$ cat config.mk
export PLATFORM = sky130hd
export DESIGN_NAME = mc_path_asian_lookback_payoff_top
export DESIGN_NICKNAME = d
export VERILOG_FILES = /design/src/rtl/core/mcal_pkg.sv /design/src/rtl/core/mcal_cfg.sv /design/src/rtl/core/mcal_mul.sv /design/src/rtl/core/mc_path_asian_lookback_payoff_top.sv
export SDC_FILE = /design/constraint.sdc
export NUM_CORES = 2
export LEC_CHECK = 0
export ABC_CLOCK_PERIOD_IN_PS = 9000
export BUFFER_PORTS_ARGS = -buffer_cell sky130_fd_sc_hd__buf_2
export CAP_MARGIN = 10
export CORE_MARGIN = 2
export CORE_UTILIZATION = 42
export CTS_BUF_LIST = sky130_fd_sc_hd__clkbuf_8 sky130_fd_sc_hd__clkbuf_16
export CTS_CLUSTER_SIZE = 28
export DETAILED_ROUTE_END_ITERATION = 6
export PLACE_DENSITY_LB_ADDON = 0.2
export SETUP_SLACK_MARGIN = 0.4
export SKIP_LAST_GASP = 1
export SYNTH_ARGS = -nofsm -noshare
export SYNTH_HDL_FRONTEND = slang
export SYNTH_HIERARCHICAL = 1
export SYNTH_SLANG_ARGS = --single-unit
$ cat constraint.sdc
create_clock -name clk -period 9 [get_ports clk]
set_clock_uncertainty 0.2 [all_clocks]
set_input_delay 1.35 -clock clk [delete_from_list [all_inputs] [get_ports clk]]
set_output_delay 1.35 -clock clk [all_outputs]
set_load 0.01 [all_outputs]
$ cat src/rtl/core/mcal_pkg.sv
package mcal_pkg;

	// configuration register indexes
	localparam logic [2:0] REG_START_PRICE  = 3'd0;
	localparam logic [2:0] REG_STRIKE_PRICE = 3'd1;
	localparam logic [2:0] REG_DRIFT_TERM   = 3'd2;
	localparam logic [2:0] REG_VOL_TERM     = 3'd3;
	localparam logic [2:0] REG_PATH_STEPS   = 3'd4;
	localparam logic [2:0] REG_INV_STEPS    = 3'd5;
	localparam logic [2:0] REG_PAYOFF_MODE  = 3'd6;

	// register reset values
	localparam logic [31:0] START_PRICE_RST  = 32'd6553600;
	localparam logic [31:0] STRIKE_PRICE_RST = 32'd7208960;
	localparam logic [12:0] PATH_STEPS_RST   = 13'd1;
	localparam logic [24:0] INV_STEPS_RST    = 25'd16777216;

	// saturation limits
	localparam logic [31:0] PRICE_MAX = 32'hFFFF_FFFF;
	localparam logic [43:0] SUM_MAX   = 44'hFFF_FFFF_FFFF;
	localparam logic [47:0] TOTAL_MAX = 48'hFFFF_FFFF_FFFF;
	localparam logic [23:0] COUNT_MAX = 24'hFF_FFFF;

	typedef struct packed {
		logic [31:0]        start_price;
		logic [31:0]        strike_price;
		logic signed [30:0] drift_term;
		logic [29:0]        vol_term;
		logic [12:0]        path_steps;
		logic [24:0]        inv_steps;
		logic               payoff_mode;
	} cfg_t;

endpackage

$ cat src/rtl/core/mcal_cfg.sv
module mcal_cfg (
	input  logic              clk,
	input  logic              arst_n,
	input  logic              cfg_valid,
	output logic              cfg_ready,
	input  logic [2:0]        cfg_index,
	input  logic [31:0]       cfg_data,
	output mcal_pkg::cfg_t    cfg
);

	mcal_pkg::cfg_t cfg_q;

	assign cfg_ready = 1'b1;
	assign cfg       = cfg_q;

	always_ff @(posedge clk or negedge arst_n) begin
		if (!arst_n) begin
			cfg_q.start_price  <= mcal_pkg::START_PRICE_RST;
			cfg_q.strike_price <= mcal_pkg::STRIKE_PRICE_RST;
			cfg_q.drift_term   <= '0;
			cfg_q.vol_term     <= '0;
			cfg_q.path_steps   <= mcal_pkg::PATH_STEPS_RST;
			cfg_q.inv_steps    <= mcal_pkg::INV_STEPS_RST;
			cfg_q.payoff_mode  <= 1'b0;
		end else if (cfg_valid && cfg_ready) begin
			case (cfg_index)
				mcal_pkg::REG_START_PRICE:  cfg_q.start_price  <= cfg_data;
				mcal_pkg::REG_STRIKE_PRICE: cfg_q.strike_price <= cfg_data;
				mcal_pkg::REG_DRIFT_TERM:   cfg_q.drift_term   <= $signed(cfg_data[30:0]);
				mcal_pkg::REG_VOL_TERM:     cfg_q.vol_term     <= cfg_data[29:0];
				mcal_pkg::REG_PATH_STEPS:   cfg_q.path_steps   <= cfg_data[12:0];
				mcal_pkg::REG_INV_STEPS:    cfg_q.inv_steps    <= cfg_data[24:0];
				mcal_pkg::REG_PAYOFF_MODE:  cfg_q.payoff_mode  <= cfg_data[0];
				default: ;
			endcase
		end
	end

endmodule

$ cat src/rtl/core/mcal_mul.sv
module mcal_mul (
	input  logic        clk,
	input  logic [31:0] op_a,
	input  logic [31:0] op_b,
	output logic [63:0] prod_q
);

	// shared unsigned multiplier, product registered
	always_ff @(posedge clk) begin
		prod_q <= 64'(op_a) * 64'(op_b);
	end

endmodule

$ cat src/rtl/core/mc_path_asian_lookback_payoff_top.sv
// Monte Carlo path engine: Euler steps of geometric Brownian motion with an
// Asian (average) or lookback (maximum) call payoff per finished path.
//
// Input channel (in_valid / in_stall): one item per step. command 0 applies
// normal_sample (Q4.12) as one price step; command 1 clears the totals and
// restarts the path, producing no result. Items are taken only while the
// sequencer is idle; in_stall is high while an item is being worked on.
// Output channel (out_valid / out_stall): one item per finished path with
// path_payoff, payoff_total and paths_done. The result sits in an output
// register; a stalled receiver holds it, and the next path may run meanwhile.
// A finishing path waits in its last state until the output register frees.
// Config channel (cfg_valid / cfg_ready): always ready, write while idle.
//
// Sequence: a step item runs through ST_MVZ to ST_ACC; a step that finishes a
// path goes on through ST_MAVH to ST_TOT; a clear item is done in ST_IDLE.
// The order is set by the single 32x32 multiplier, used in sequence for
// vol*sample, two price partial products and two partial products of the average.
// Reset: registers go to their listed reset values, path restarts from the
// reset start price, totals are zero, no result is pending.
module mc_path_asian_lookback_payoff_top #(
	parameter int MAX_STEPS = 4096
) (
	input  logic               clk,
	input  logic               arst_n,
	// step items
	input  logic               in_valid,
	output logic               in_stall,
	input  logic               command,
	input  logic signed [15:0] normal_sample,
	// path results
	output logic               out_valid,
	input  logic               out_stall,
	output logic [31:0]        path_payoff,
	output logic [47:0]        payoff_total,
	output logic [23:0]        paths_done,
	// configuration writes
	input  logic               cfg_valid,
	output logic               cfg_ready,
	input  logic [2:0]         cfg_index,
	input  logic [31:0]        cfg_data
);

	localparam int SW = $clog2(MAX_STEPS + 1);
	localparam int LW = (SW > 13) ? SW : 13;

	// sequencer states
	localparam logic [3:0] ST_IDLE  = 4'd0;
	localparam logic [3:0] ST_MVZ   = 4'd1;  // vol * |sample|
	localparam logic [3:0] ST_FACT  = 4'd2;  // step factor, sign and magnitude
	localparam logic [3:0] ST_MLO   = 4'd3;  // price * factor low word
	localparam logic [3:0] ST_MHI   = 4'd4;  // price * factor high bits
	localparam logic [3:0] ST_DELTA = 4'd5;  // scaled price change
	localparam logic [3:0] ST_UPD   = 4'd6;  // new price, saturated
	localparam logic [3:0] ST_ACC   = 4'd7;  // sum, peak, step count
	localparam logic [3:0] ST_MAVH  = 4'd8;  // sum high part * inv_steps
	localparam logic [3:0] ST_MAVL  = 4'd9;  // sum low part * inv_steps
	localparam logic [3:0] ST_AVG   = 4'd10; // average or peak
	localparam logic [3:0] ST_PAY   = 4'd11; // minus strike, floored at zero
	localparam logic [3:0] ST_TOT   = 4'd12; // totals and result

	mcal_pkg::cfg_t cfg;

	logic [3:0]        state_q;
	logic signed [15:0] z_q;
	logic              fneg_q;
	logic [34:0]       mag_q;
	logic [63:0]       part_q;
	logic [37:0]       delta_q;
	logic [31:0]       value_q;
	logic [31:0]       payoff_q;

	logic [31:0]       price_q;
	logic [SW-1:0]     step_q;
	logic [43:0]       sum_q;
	logic [31:0]       peak_q;
	logic [47:0]       total_q;
	logic [23:0]       count_q;

	logic              out_valid_q;
	logic [31:0]       path_payoff_q;
	logic [47:0]       payoff_total_q;
	logic [23:0]       paths_done_q;

	logic [31:0]       mul_a;
	logic [31:0]       mul_b;
	logic [63:0]       prod_q;

	mcal_cfg u_cfg (
		.clk       (clk),
		.arst_n    (arst_n),
		.cfg_valid (cfg_valid),
		.cfg_ready (cfg_ready),
		.cfg_index (cfg_index),
		.cfg_data  (cfg_data),
		.cfg       (cfg)
	);

	mcal_mul u_mul (
		.clk    (clk),
		.op_a   (mul_a),
		.op_b   (mul_b),
		.prod_q (prod_q)
	);

	logic in_acc;
	logic slot_free;
	assign in_stall  = (state_q != ST_IDLE);
	assign in_acc    = in_valid && !in_stall;
	assign slot_free = !out_valid_q || !out_stall;

	// |sample| fits 16 bits unsigned, including the most negative code
	logic [15:0] zmag;
	assign zmag = z_q[15] ? 16'(~z_q + 16'sd1) : z_q;

	// multiplier operand selection
	always_comb begin
		mul_a = '0;
		mul_b = '0;
		case (state_q)
			ST_MVZ: begin
				mul_a = {2'b0, cfg.vol_term};
				mul_b = {16'b0, zmag};
			end
			ST_MLO: begin
				mul_a = price_q;
				mul_b = mag_q[31:0];
			end
			ST_MHI: begin
				mul_a = price_q;
				mul_b = {29'b0, mag_q[34:32]};
			end
			ST_MAVH: begin
				mul_a = {12'b0, sum_q[43:24]};
				mul_b = {7'b0, cfg.inv_steps};
			end
			ST_MAVL: begin
				mul_a = {8'b0, sum_q[23:0]};
				mul_b = {7'b0, cfg.inv_steps};
			end
			default: ;
		endcase
	end

	// step factor: floor(vol*z / 2^12) + drift, as sign and magnitude
	logic [46:0]        vz_mag;
	logic [46:0]        vz_rnd;
	logic [34:0]        vz_shr;
	logic signed [35:0] vz_s;
	logic signed [35:0] fct;
	logic [35:0]        fct_mag;
	always_comb begin
		vz_mag  = {1'b0, prod_q[45:0]};
		vz_rnd  = vz_mag + 47'd4095;
		vz_shr  = z_q[15] ? vz_rnd[46:12] : vz_mag[46:12];
		vz_s    = z_q[15] ? -$signed({1'b0, vz_shr}) : $signed({1'b0, vz_shr});
		fct     = vz_s + $signed({{5{cfg.drift_term[30]}}, cfg.drift_term});
		fct_mag = fct[35] ? 36'(-fct) : 36'(fct);
	end

	// price change: floor for growth, ceiling for decline
	logic [64:0] dec_rnd;
	logic [37:0] delta_d;
	always_comb begin
		dec_rnd = {1'b0, part_q} + 65'h3FFF_FFFF;
		if (fneg_q) begin
			delta_d = {5'b0, dec_rnd[62:30]};
		end else begin
			delta_d = {4'b0, part_q[63:30]} + {1'b0, prod_q[34:0], 2'b0};
		end
	end

	// new price with saturation at both ends
	logic [38:0] up_sum;
	logic [31:0] price_d;
	always_comb begin
		up_sum = {7'b0, price_q} + {1'b0, delta_q};
		if (!fneg_q) begin
			price_d = (up_sum[38:32] != '0) ? mcal_pkg::PRICE_MAX : up_sum[31:0];
		end else if (mag_q[34:30] != '0) begin
			price_d = '0;
		end else if (delta_q >= {6'b0, price_q}) begin
			price_d = '0;
		end else begin
			price_d = price_q - delta_q[31:0];
		end
	end

	// effective path length, clamped to [1, MAX_STEPS]
	logic [LW-1:0] len;
	logic [LW:0]   step_inc;
	logic          path_end;
	always_comb begin
		len = LW'(cfg.path_steps);
		if (len == '0)
			len = LW'(1);
		if (len > LW'(MAX_STEPS))
			len = LW'(MAX_STEPS);
		step_inc = (LW + 1)'(step_q) + (LW + 1)'(1);
		path_end = step_inc >= {1'b0, len};
	end

	logic [44:0] sum_add;
	logic [45:0] avg_sum;
	logic [32:0] pay_diff;
	logic [48:0] tot_add;
	assign sum_add  = {1'b0, sum_q} + {13'b0, price_q};
	assign avg_sum  = {1'b0, part_q[44:0]} + {21'b0, prod_q[48:24]};
	assign pay_diff = {1'b0, value_q} - {1'b0, cfg.strike_price};
	assign tot_add  = {1'b0, total_q} + {17'b0, payoff_q};

	logic [47:0] total_d;
	logic [23:0] count_d;
	assign total_d = tot_add[48] ? mcal_pkg::TOTAL_MAX : tot_add[47:0];
	assign count_d = (count_q == mcal_pkg::COUNT_MAX) ? count_q : count_q + 24'd1;

	// sequencer and path state
	always_ff @(posedge clk or negedge arst_n) begin
		if (!arst_n) begin
			state_q <= ST_IDLE;
			price_q <= mcal_pkg::START_PRICE_RST;
			step_q  <= '0;
			sum_q   <= '0;
			peak_q  <= '0;
			total_q <= '0;
			count_q <= '0;
		end else begin
			case (state_q)
				ST_IDLE: begin
					if (in_acc) begin
						if (command) begin
							total_q <= '0;
							count_q <= '0;
							price_q <= cfg.start_price;
							step_q  <= '0;
							sum_q   <= '0;
							peak_q  <= '0;
						end else begin
							state_q <= ST_MVZ;
						end
					end
				end
				ST_MVZ:   state_q <= ST_FACT;
				ST_FACT:  state_q <= ST_MLO;
				ST_MLO:   state_q <= ST_MHI;
				ST_MHI:   state_q <= ST_DELTA;
				ST_DELTA: state_q <= ST_UPD;
				ST_UPD: begin
					price_q <= price_d;
					state_q <= ST_ACC;
				end
				ST_ACC: begin
					sum_q  <= sum_add[44] ? mcal_pkg::SUM_MAX : sum_add[43:0];
					if (price_q > peak_q)
						peak_q <= price_q;
					step_q  <= SW'(step_inc);
					state_q <= path_end ? ST_MAVH : ST_IDLE;
				end
				ST_MAVH: state_q <= ST_MAVL;
				ST_MAVL: state_q <= ST_AVG;
				ST_AVG:  state_q <= ST_PAY;
				ST_PAY:  state_q <= ST_TOT;
				ST_TOT: begin
					if (slot_free) begin
						total_q <= total_d;
						count_q <= count_d;
						price_q <= cfg.start_price;
						step_q  <= '0;
						sum_q   <= '0;
						peak_q  <= '0;
						state_q <= ST_IDLE;
					end
				end
				default: state_q <= ST_IDLE;
			endcase
		end
	end

	// datapath scratch registers
	always_ff @(posedge clk) begin
		if (in_acc)
			z_q <= normal_sample;
		if (state_q == ST_FACT) begin
			fneg_q <= fct[35];
			mag_q  <= fct_mag[34:0];
		end
		// low price product, later the high average product
		if (state_q == ST_MHI || state_q == ST_MAVL)
			part_q <= prod_q;
		if (state_q == ST_DELTA)
			delta_q <= delta_d;
		if (state_q == ST_AVG) begin
			if (cfg.payoff_mode)
				value_q <= peak_q;
			else
				value_q <= (avg_sum[45:32] != '0) ? mcal_pkg::PRICE_MAX : avg_sum[31:0];
		end
		if (state_q == ST_PAY)
			payoff_q <= pay_diff[32] ? 32'd0 : pay_diff[31:0];
	end

	// output register
	always_ff @(posedge clk or negedge arst_n) begin
		if (!arst_n) begin
			out_valid_q <= 1'b0;
		end else if (state_q == ST_TOT && slot_free) begin
			out_valid_q <= 1'b1;
		end else if (!out_stall) begin
			out_valid_q <= 1'b0;
		end
	end

	always_ff @(posedge clk) begin
		if (state_q == ST_TOT && slot_free) begin
			path_payoff_q  <= payoff_q;
			payoff_total_q <= total_d;
			paths_done_q   <= count_d;
		end
	end

	assign out_valid    = out_valid_q;
	assign path_payoff  = path_payoff_q;
	assign payoff_total = payoff_total_q;
	assign paths_done   = paths_done_q;

endmodule
Word level (Yosys, flattened, before mapping)
Index checks and enable logic that the tools add are counted.
Widths: inputs -> output; s select.
{ "totals": {"ff_bits": 748, "input_bits": 57, "output_inout_bits": 107} }
{ "classes": {"addsub": 15, "mul": 1, "order_cmp": 4, "n_eq_ne": 25, "n_mux": 50, "n_bitwise": 1, "reduce_logical": 31} }
{ "ops": {"columns": ["op", "count"], "rows": [
  ["$mux 32", 13],
  ["$pmux 32 s4", 2],
  ["$mux 48", 4],
  ["$pmux 32 s3", 2],
  ["$mux 44", 4],
  ["$pmux 44 s3", 1],
  ["$mux 24", 4],
  ["$pmux 48 s2", 1],
  ["$mux 35", 2],
  ["$mux 13", 5],
  ["$mul 32x32->64", 1],
  ["$add 63x30->63 const B", 1],
  ["$pmux 4 s13", 1],
  ["$add 48x32->49", 1],
  ["$pmux 24 s2", 1],
  ["$add 46x12->47 const B", 1],
  ["$add 45x25->46", 1],
  ["$add 44x32->45", 1],
  ["$add 32x38->39", 1],
  ["$pmux 13 s3", 1],
  ["$add 34x37->38", 1],
  ["$ge 38x32->1", 1],
  ["$add 36x31->36", 1],
  ["$mux 36", 1],
  ["other kinds (42)", 75]
]} }

Longest topological paths before layout
{ "depth": {"word_depth": 7, "depth_mapped": 37, "ltp_nobuf": 33} }

Cells and area by module
Netlist, hierarchy kept.
{ "modules_own_cells": {"columns": ["module", "instances", "cells_each", "area_each_um2", "seq_area_each_um2"], "rows": [
  ["mc_path_asian_lookback_payoff_top", 1, 4304, 39258.9, 14627.8],
  ["mcal_mul", 1, 3812, 34794.6, 1281.2],
  ["mcal_cfg", 1, 355, 6209.7, 4116.4]
]} }

Worst setup path before layout
Ideal clock, no wire load.
{ "synth_path": {"path_type": "reg-to-reg", "startpoint": "register state_q[3]", "endpoint": "register u_mul.prod_q[62]", "setup_time_ns": 0.072, "t_arrival_ns": 8.701, "required_time_ns": 8.728, "path_slack_ns": 0.027, "stages_incl_launch_ff": 35, "path_buffers": 5, "path_cell_list": "dfrtp_1 -> clkbuf_1 -> or2_2 -> nor2_1 -> or2_2 -> clkbuf_1 -> clkbuf_1 -> a22o_1 -> clkbuf_1 -> and2_1 -> fa_1 -> fa_1 -> inv_1 -> fa_1 -> inv_1 -> fa_1 -> inv_1 -> fa_1 -> inv_1 -> fa_1 -> fa_1 -> inv_1 -> fa_1 -> inv_1 -> ha_1 -> buf_2 -> a21oi_1 -> o21bai_1 -> a21o_1 -> a221oi_1 -> nand3_2 -> a221oi_2 -> o41ai_4 -> a221oi_2 -> xnor2_1"} }
{ "synth_via": {"elab_chain_len": 4, "elab_cells_between_ends": 10, "classes_between": "mul (1); eq/ne (5); mux (2); reduce/logical (2)"} }
{ "synth_rtl": {"columns": ["item", "line", "rtl"], "rows": [
  ["start: declaration", "mc_path_asian_lookback_payoff_top.sv:63", "logic [3:0] state_q;"],
  ["start signal: assignment", "mc_path_asian_lookback_payoff_top.sv:256", "state_q <= path_end ? ST_MAVH : ST_IDLE;"],
  ["$eq 4x3->1 or $eq 4x2->1 (tied branches)", "mc_path_asian_lookback_payoff_top.sv:119", "case (state_q)"],
  ["$reduce_or 2->1 (no source line)", null, null],
  ["$pmux 32 s4 (*)", "mc_path_asian_lookback_payoff_top.sv:119", null],
  ["via mul_a[26]", "mc_path_asian_lookback_payoff_top.sv:84", "logic [31:0] mul_a;"],
  ["$mul 32x32->64 (*)", "mcal_mul.sv:10", "prod_q <= 64'(op_a) * 64'(op_b);"],
  ["end signal: assignment", "mcal_mul.sv:10", null],
  ["end: declaration", "mcal_mul.sv:5", "output logic [63:0] prod_q"]
]} }
The timed path passes the listed nets; every way through them passes the cells marked *.
A chain may end at the register's enable or synchronous reset.

Worst setup path in the final report
{ "layout_path": {"startpoint": "register state_q[0]", "endpoint": "register u_mul.prod_q[62]"} }
The elaborated chain is that of the path after synthesis.

==> results.txt <==
* Total Die Area: 194600 sq um
- For this configuration, the core starts out at a cell density of 42.25%.
- The flow ran to the end, but the final reports show violations.
- Finished Cell Area: 92340 sq um
- Worst setup path end: u_mul/prod_q[62]
* Dpl cells: 11230
* Final design utilization: 48.60%
* Mux contribution to synthesized area: 2.893%
- Share of the clock period used by the worst path after layout: 102.4%
- CTS HTree Levels: 3
- In the final timing run, aggregate negative setup slack is -1.649 ns.
- In the final design database the tool counted 10420 nets.
* Clock transition at the registers of the reported paths: 0.06 ns
- In the detailed route, the total length drawn on met3 is 16040 um.
- Detailed router's first-iteration violation count: 4697
- Max-slew violation count: 0
* Stage delay of the slowest cell on the critical path: 0.83 ns
- Of the total synthesized cell area, the portion taken by full adders, half adders and majority gates is 31.85%.
- Hold/Removal Path Class: register to register
- In the post-synthesis netlist, the cell with the most instances is inv_1.
* EDFF count, synth: 322
- Non-filler instance count after layout: 11460
* Timing-limited maximum frequency: 108.5 MHz
- Congestion Overflow GR: 0
- The checks that failed: setup timing.
- Cell taking the most area after synthesis: fa_1
- In this run the count of I/O pins placed on the die edge is 164.
- Once placement finished, the instance area stood at 87390 sq um.
- Max-cap violations: 0
* Clock Tree Root: clkbuf_16
- Number of distinct library cells after synthesis: 113
* Wire length on met1: 115400 um
- Ranking of synthesized cells by instance count: 1162 x inv_1, 904 x fa_1, 875 x nand2_1
- Across all register-to-register paths, the minimum setup slack is -0.21 ns.
- Share of the synthesized area in the top cell type: 22.55%
* Arrival time worst endpoint: 9.62 ns
- Worst setup path start: state_q[0]
- The area growth from synthesis to layout is 15.04%.
- For the pin with the worst max-slew slack, the measured transition is 1.171 ns.
- Row Count: 160
- CTS Buffer Depth: 3
- The worst pin sits at a relative slew slack of 21.74%.
* Worst Slack Setup Final: -0.2137 ns
* Crit path kind: register to register
* Fin. Hold Viols: 0
- Antenna violations before repair: 25
- Slowest stage cell on the critical path: a222oi_1
* Largest net degree at the start of global routing: 141
- For this run, the detailed router's first-pass iteration total came to 7.
- After detailed routing, the number of vias per cell comes to 5.580.
- Top routing layer in use: met5
- In this run the critical register-to-register path is launched from state_q[0].
* TritonCTS Sinks: 748
- Clock tree from TritonCTS: built
- Synthesis produced 8471 cells.
* Maximum net fanout on the critical path: 6
* Static leakage: 0.04249 uW
- Most used flip-flop cell after synthesis: dfrtp_1
- Of the synthesized area, sequential elements account for 24.95%.
* Clock latency on the worst-skew pair: 0.73 ns
- The routed design uses 132300 um of met2 wire.
- Post-synthesis average cell area: 9.475 sq um
- For the finished layout, the period the worst path requires is 9.214 ns.
- The cell that appears most often on the critical path is fa_1.
* Final setup fails: 19
- STA classifies the critical path endpoint as a register.
* Count of input and output buffers: 162
- By area, the combinational part of the netlist is dominated by adder cells.
- STA classifies the critical path startpoint as a register.
* Synthesized netlist net count: 10030
- Global routing consumed, over all layers together, 28.25% of the routing resources.
- Count of vias placed by the detailed router: 63970
- X dimension of the die: 441.2 um
- Synth Area in Compound Gates: 12.29%
* Xor/xnor cell area share of the yosys netlist: 4.822%
- After synthesis, the share of flip-flops with an asynchronous set or reset is 48.40%.
- The number of global-route vias before repair was 64760.
- Required time at the worst-slack endpoint: 9.41 ns
- Power density normalized to cell area: 353.2 nW/um^2
- Summing every instance area after synthesis gives 80260 sq um.
* DRC: 0
- The core region is 190000 sq um.
- The count of nets left with antenna violations once routing finished came out at 0.
* Number of buffers created by CTS: 83
- Total routed wirelength: 275400 um
* Ratio of cells with drive above 1 in the final layout: 14.69%
- DIE HEIGHT: 441.2 um
* WL/cell: 24.02 um
- Worst Min Path Start: u_mul/prod_q[54]
- Reg2Reg Capture Point: u_mul/prod_q[62]
- Detailed placement ended at an HPWL of 222300 um.
- Number of synthesized register bits: 748
* Wire length of the first global-routing pass: 413900 um
- Setup repair after global routing missed its margin: yes
- After synthesis, the cell types taking the most area are fa_1 23%, edfxtp_1 12%, dfrtp_1 11%.
- During synthesis, Yosys emitted a total of 6 warnings.
* IR drop worst, VDD: 0.3746 mV
- At the end of routability-driven placement, the weighted congestion stood at 0.9582.
- The worst register-to-register path has a depth of 31.
- Simple-Gate Fraction of Synth Area: 15.61%
==> registers in the layout, summed over array words and instances (netlist names) <==
| name | count |
|---|---|
| mag_q | 35 |
| price_q | 32 |
| step_q | 13 |
| total_q | 48 |
| state_q | 4 |
| delta_q | 38 |
| paths_done | 24 |
| path_payoff | 32 |
| sum_q | 44 |
| count_q | 24 |
| payoff_q | 32 |
| part_q | 64 |
| peak_q | 32 |
| value_q | 32 |
| u_cfg/cfg | 164 |
| fneg_q | 1 |
| out_valid | 1 |
| payoff_total | 48 |
| z_q | 16 |
| u_mul/prod_q | 64 |
==> power by group <==
| part | internal (uW) | switching [uW] |
|---|---|---|
| Combinational | 9640 | 13700 |
| Clock | 2180 | 1570 |
| Sequential | 4590 | 910 |
==> routing by layer <==
metal / up-vias / global-route usage (%)
met5: - / 0
met4: 6 / 10.27
met3: 427 / 3.369
met2: 2067 / 47.39
met1: 32580 / 37.57
li1: 28890 / -
==> repair_timing <==
action,CTS,global route
gates resized for setup,176,134
setup buffers,24,25
hold buffers,0,0
pin swaps,128,113
cloned,3,0
endpoints found under the setup margin,36,41
==> metrics by stage <==
stage                     setup slack [ns]  total power [uW]  hold slack (ns)
final                              -0.2137             32620           0.2043
after detailed placement           -0.5226             26670           0.1906
after floorplan                     0.4104             17810           0.1855
after CTS                         -0.08382             31940           0.2056
after global placement             -0.4774             26500           0.1912
after global routing               -0.2866             34760           0.2108
==> worst min path at each step <==
stage,end,cells past startpoint
6_report,part_q[54],0
5_1_grt,part_q[58],0
4_1_cts,part_q[52],0
3_5_place_dp,part_q[53],0
3_3_place_gp,part_q[52],0
2_1_floorplan,part_q[49],0
==> cells in the final DEF (no fill, tap or decap), drive strengths merged, types with 64 or more instances in the layout <==
cell type and n:
nor2 332, dfxtp 64, buf 722, dfrtp 349
and2 636, nand3 137, a21o 139, a31oi 70
xnor2 287, mux2 168, nor3 89, nand2 876
edfxtp 322, ha 597, fa 904, xor2 154
nand4 88, o21bai 65, a21oi 418, clkbuf 90
o21ai 287, inv 1181, a22o 65
==> critical path: cells and delay by family (launching register included) <==
family | cells | cell delay (ns)
adder cells (fa/ha/maj) | 9 | 4.21
XOR/XNOR | 1 | 0.14
AND/OR/NAND/NOR | 8 | 1.52
buffers and inverters | 8 | 1.13
flip-flops | 1 | 0.40
AO/OA/AOI/OAI | 5 | 1.51
==> logic make-up after synthesis <==
group | count (synthesis)
AOI/OAI and AO/OA | 1493
other | 1
adders and majority gates | 1501
buffers and inverters | 1586
and+or+nand+nor | 2490
DFF | 748
xor gates and xnor gates | 441
muxes | 211
==> cell type report <==
cell class                      count  area [sq um]
Multi-Input combinational cell   6137         55570
Sequential cell                   748         20030
Fill cell                       17750         97650
Clock buffer                       90          2173
Inverter                         1166          4384
Tap cell                         2511          3142
Timing Repair Buffer              723          6123
Antenna cell                       23         57.56
Clock inverter                     66         855.8
Note: power is estimated with default switching activity, not from simulation.
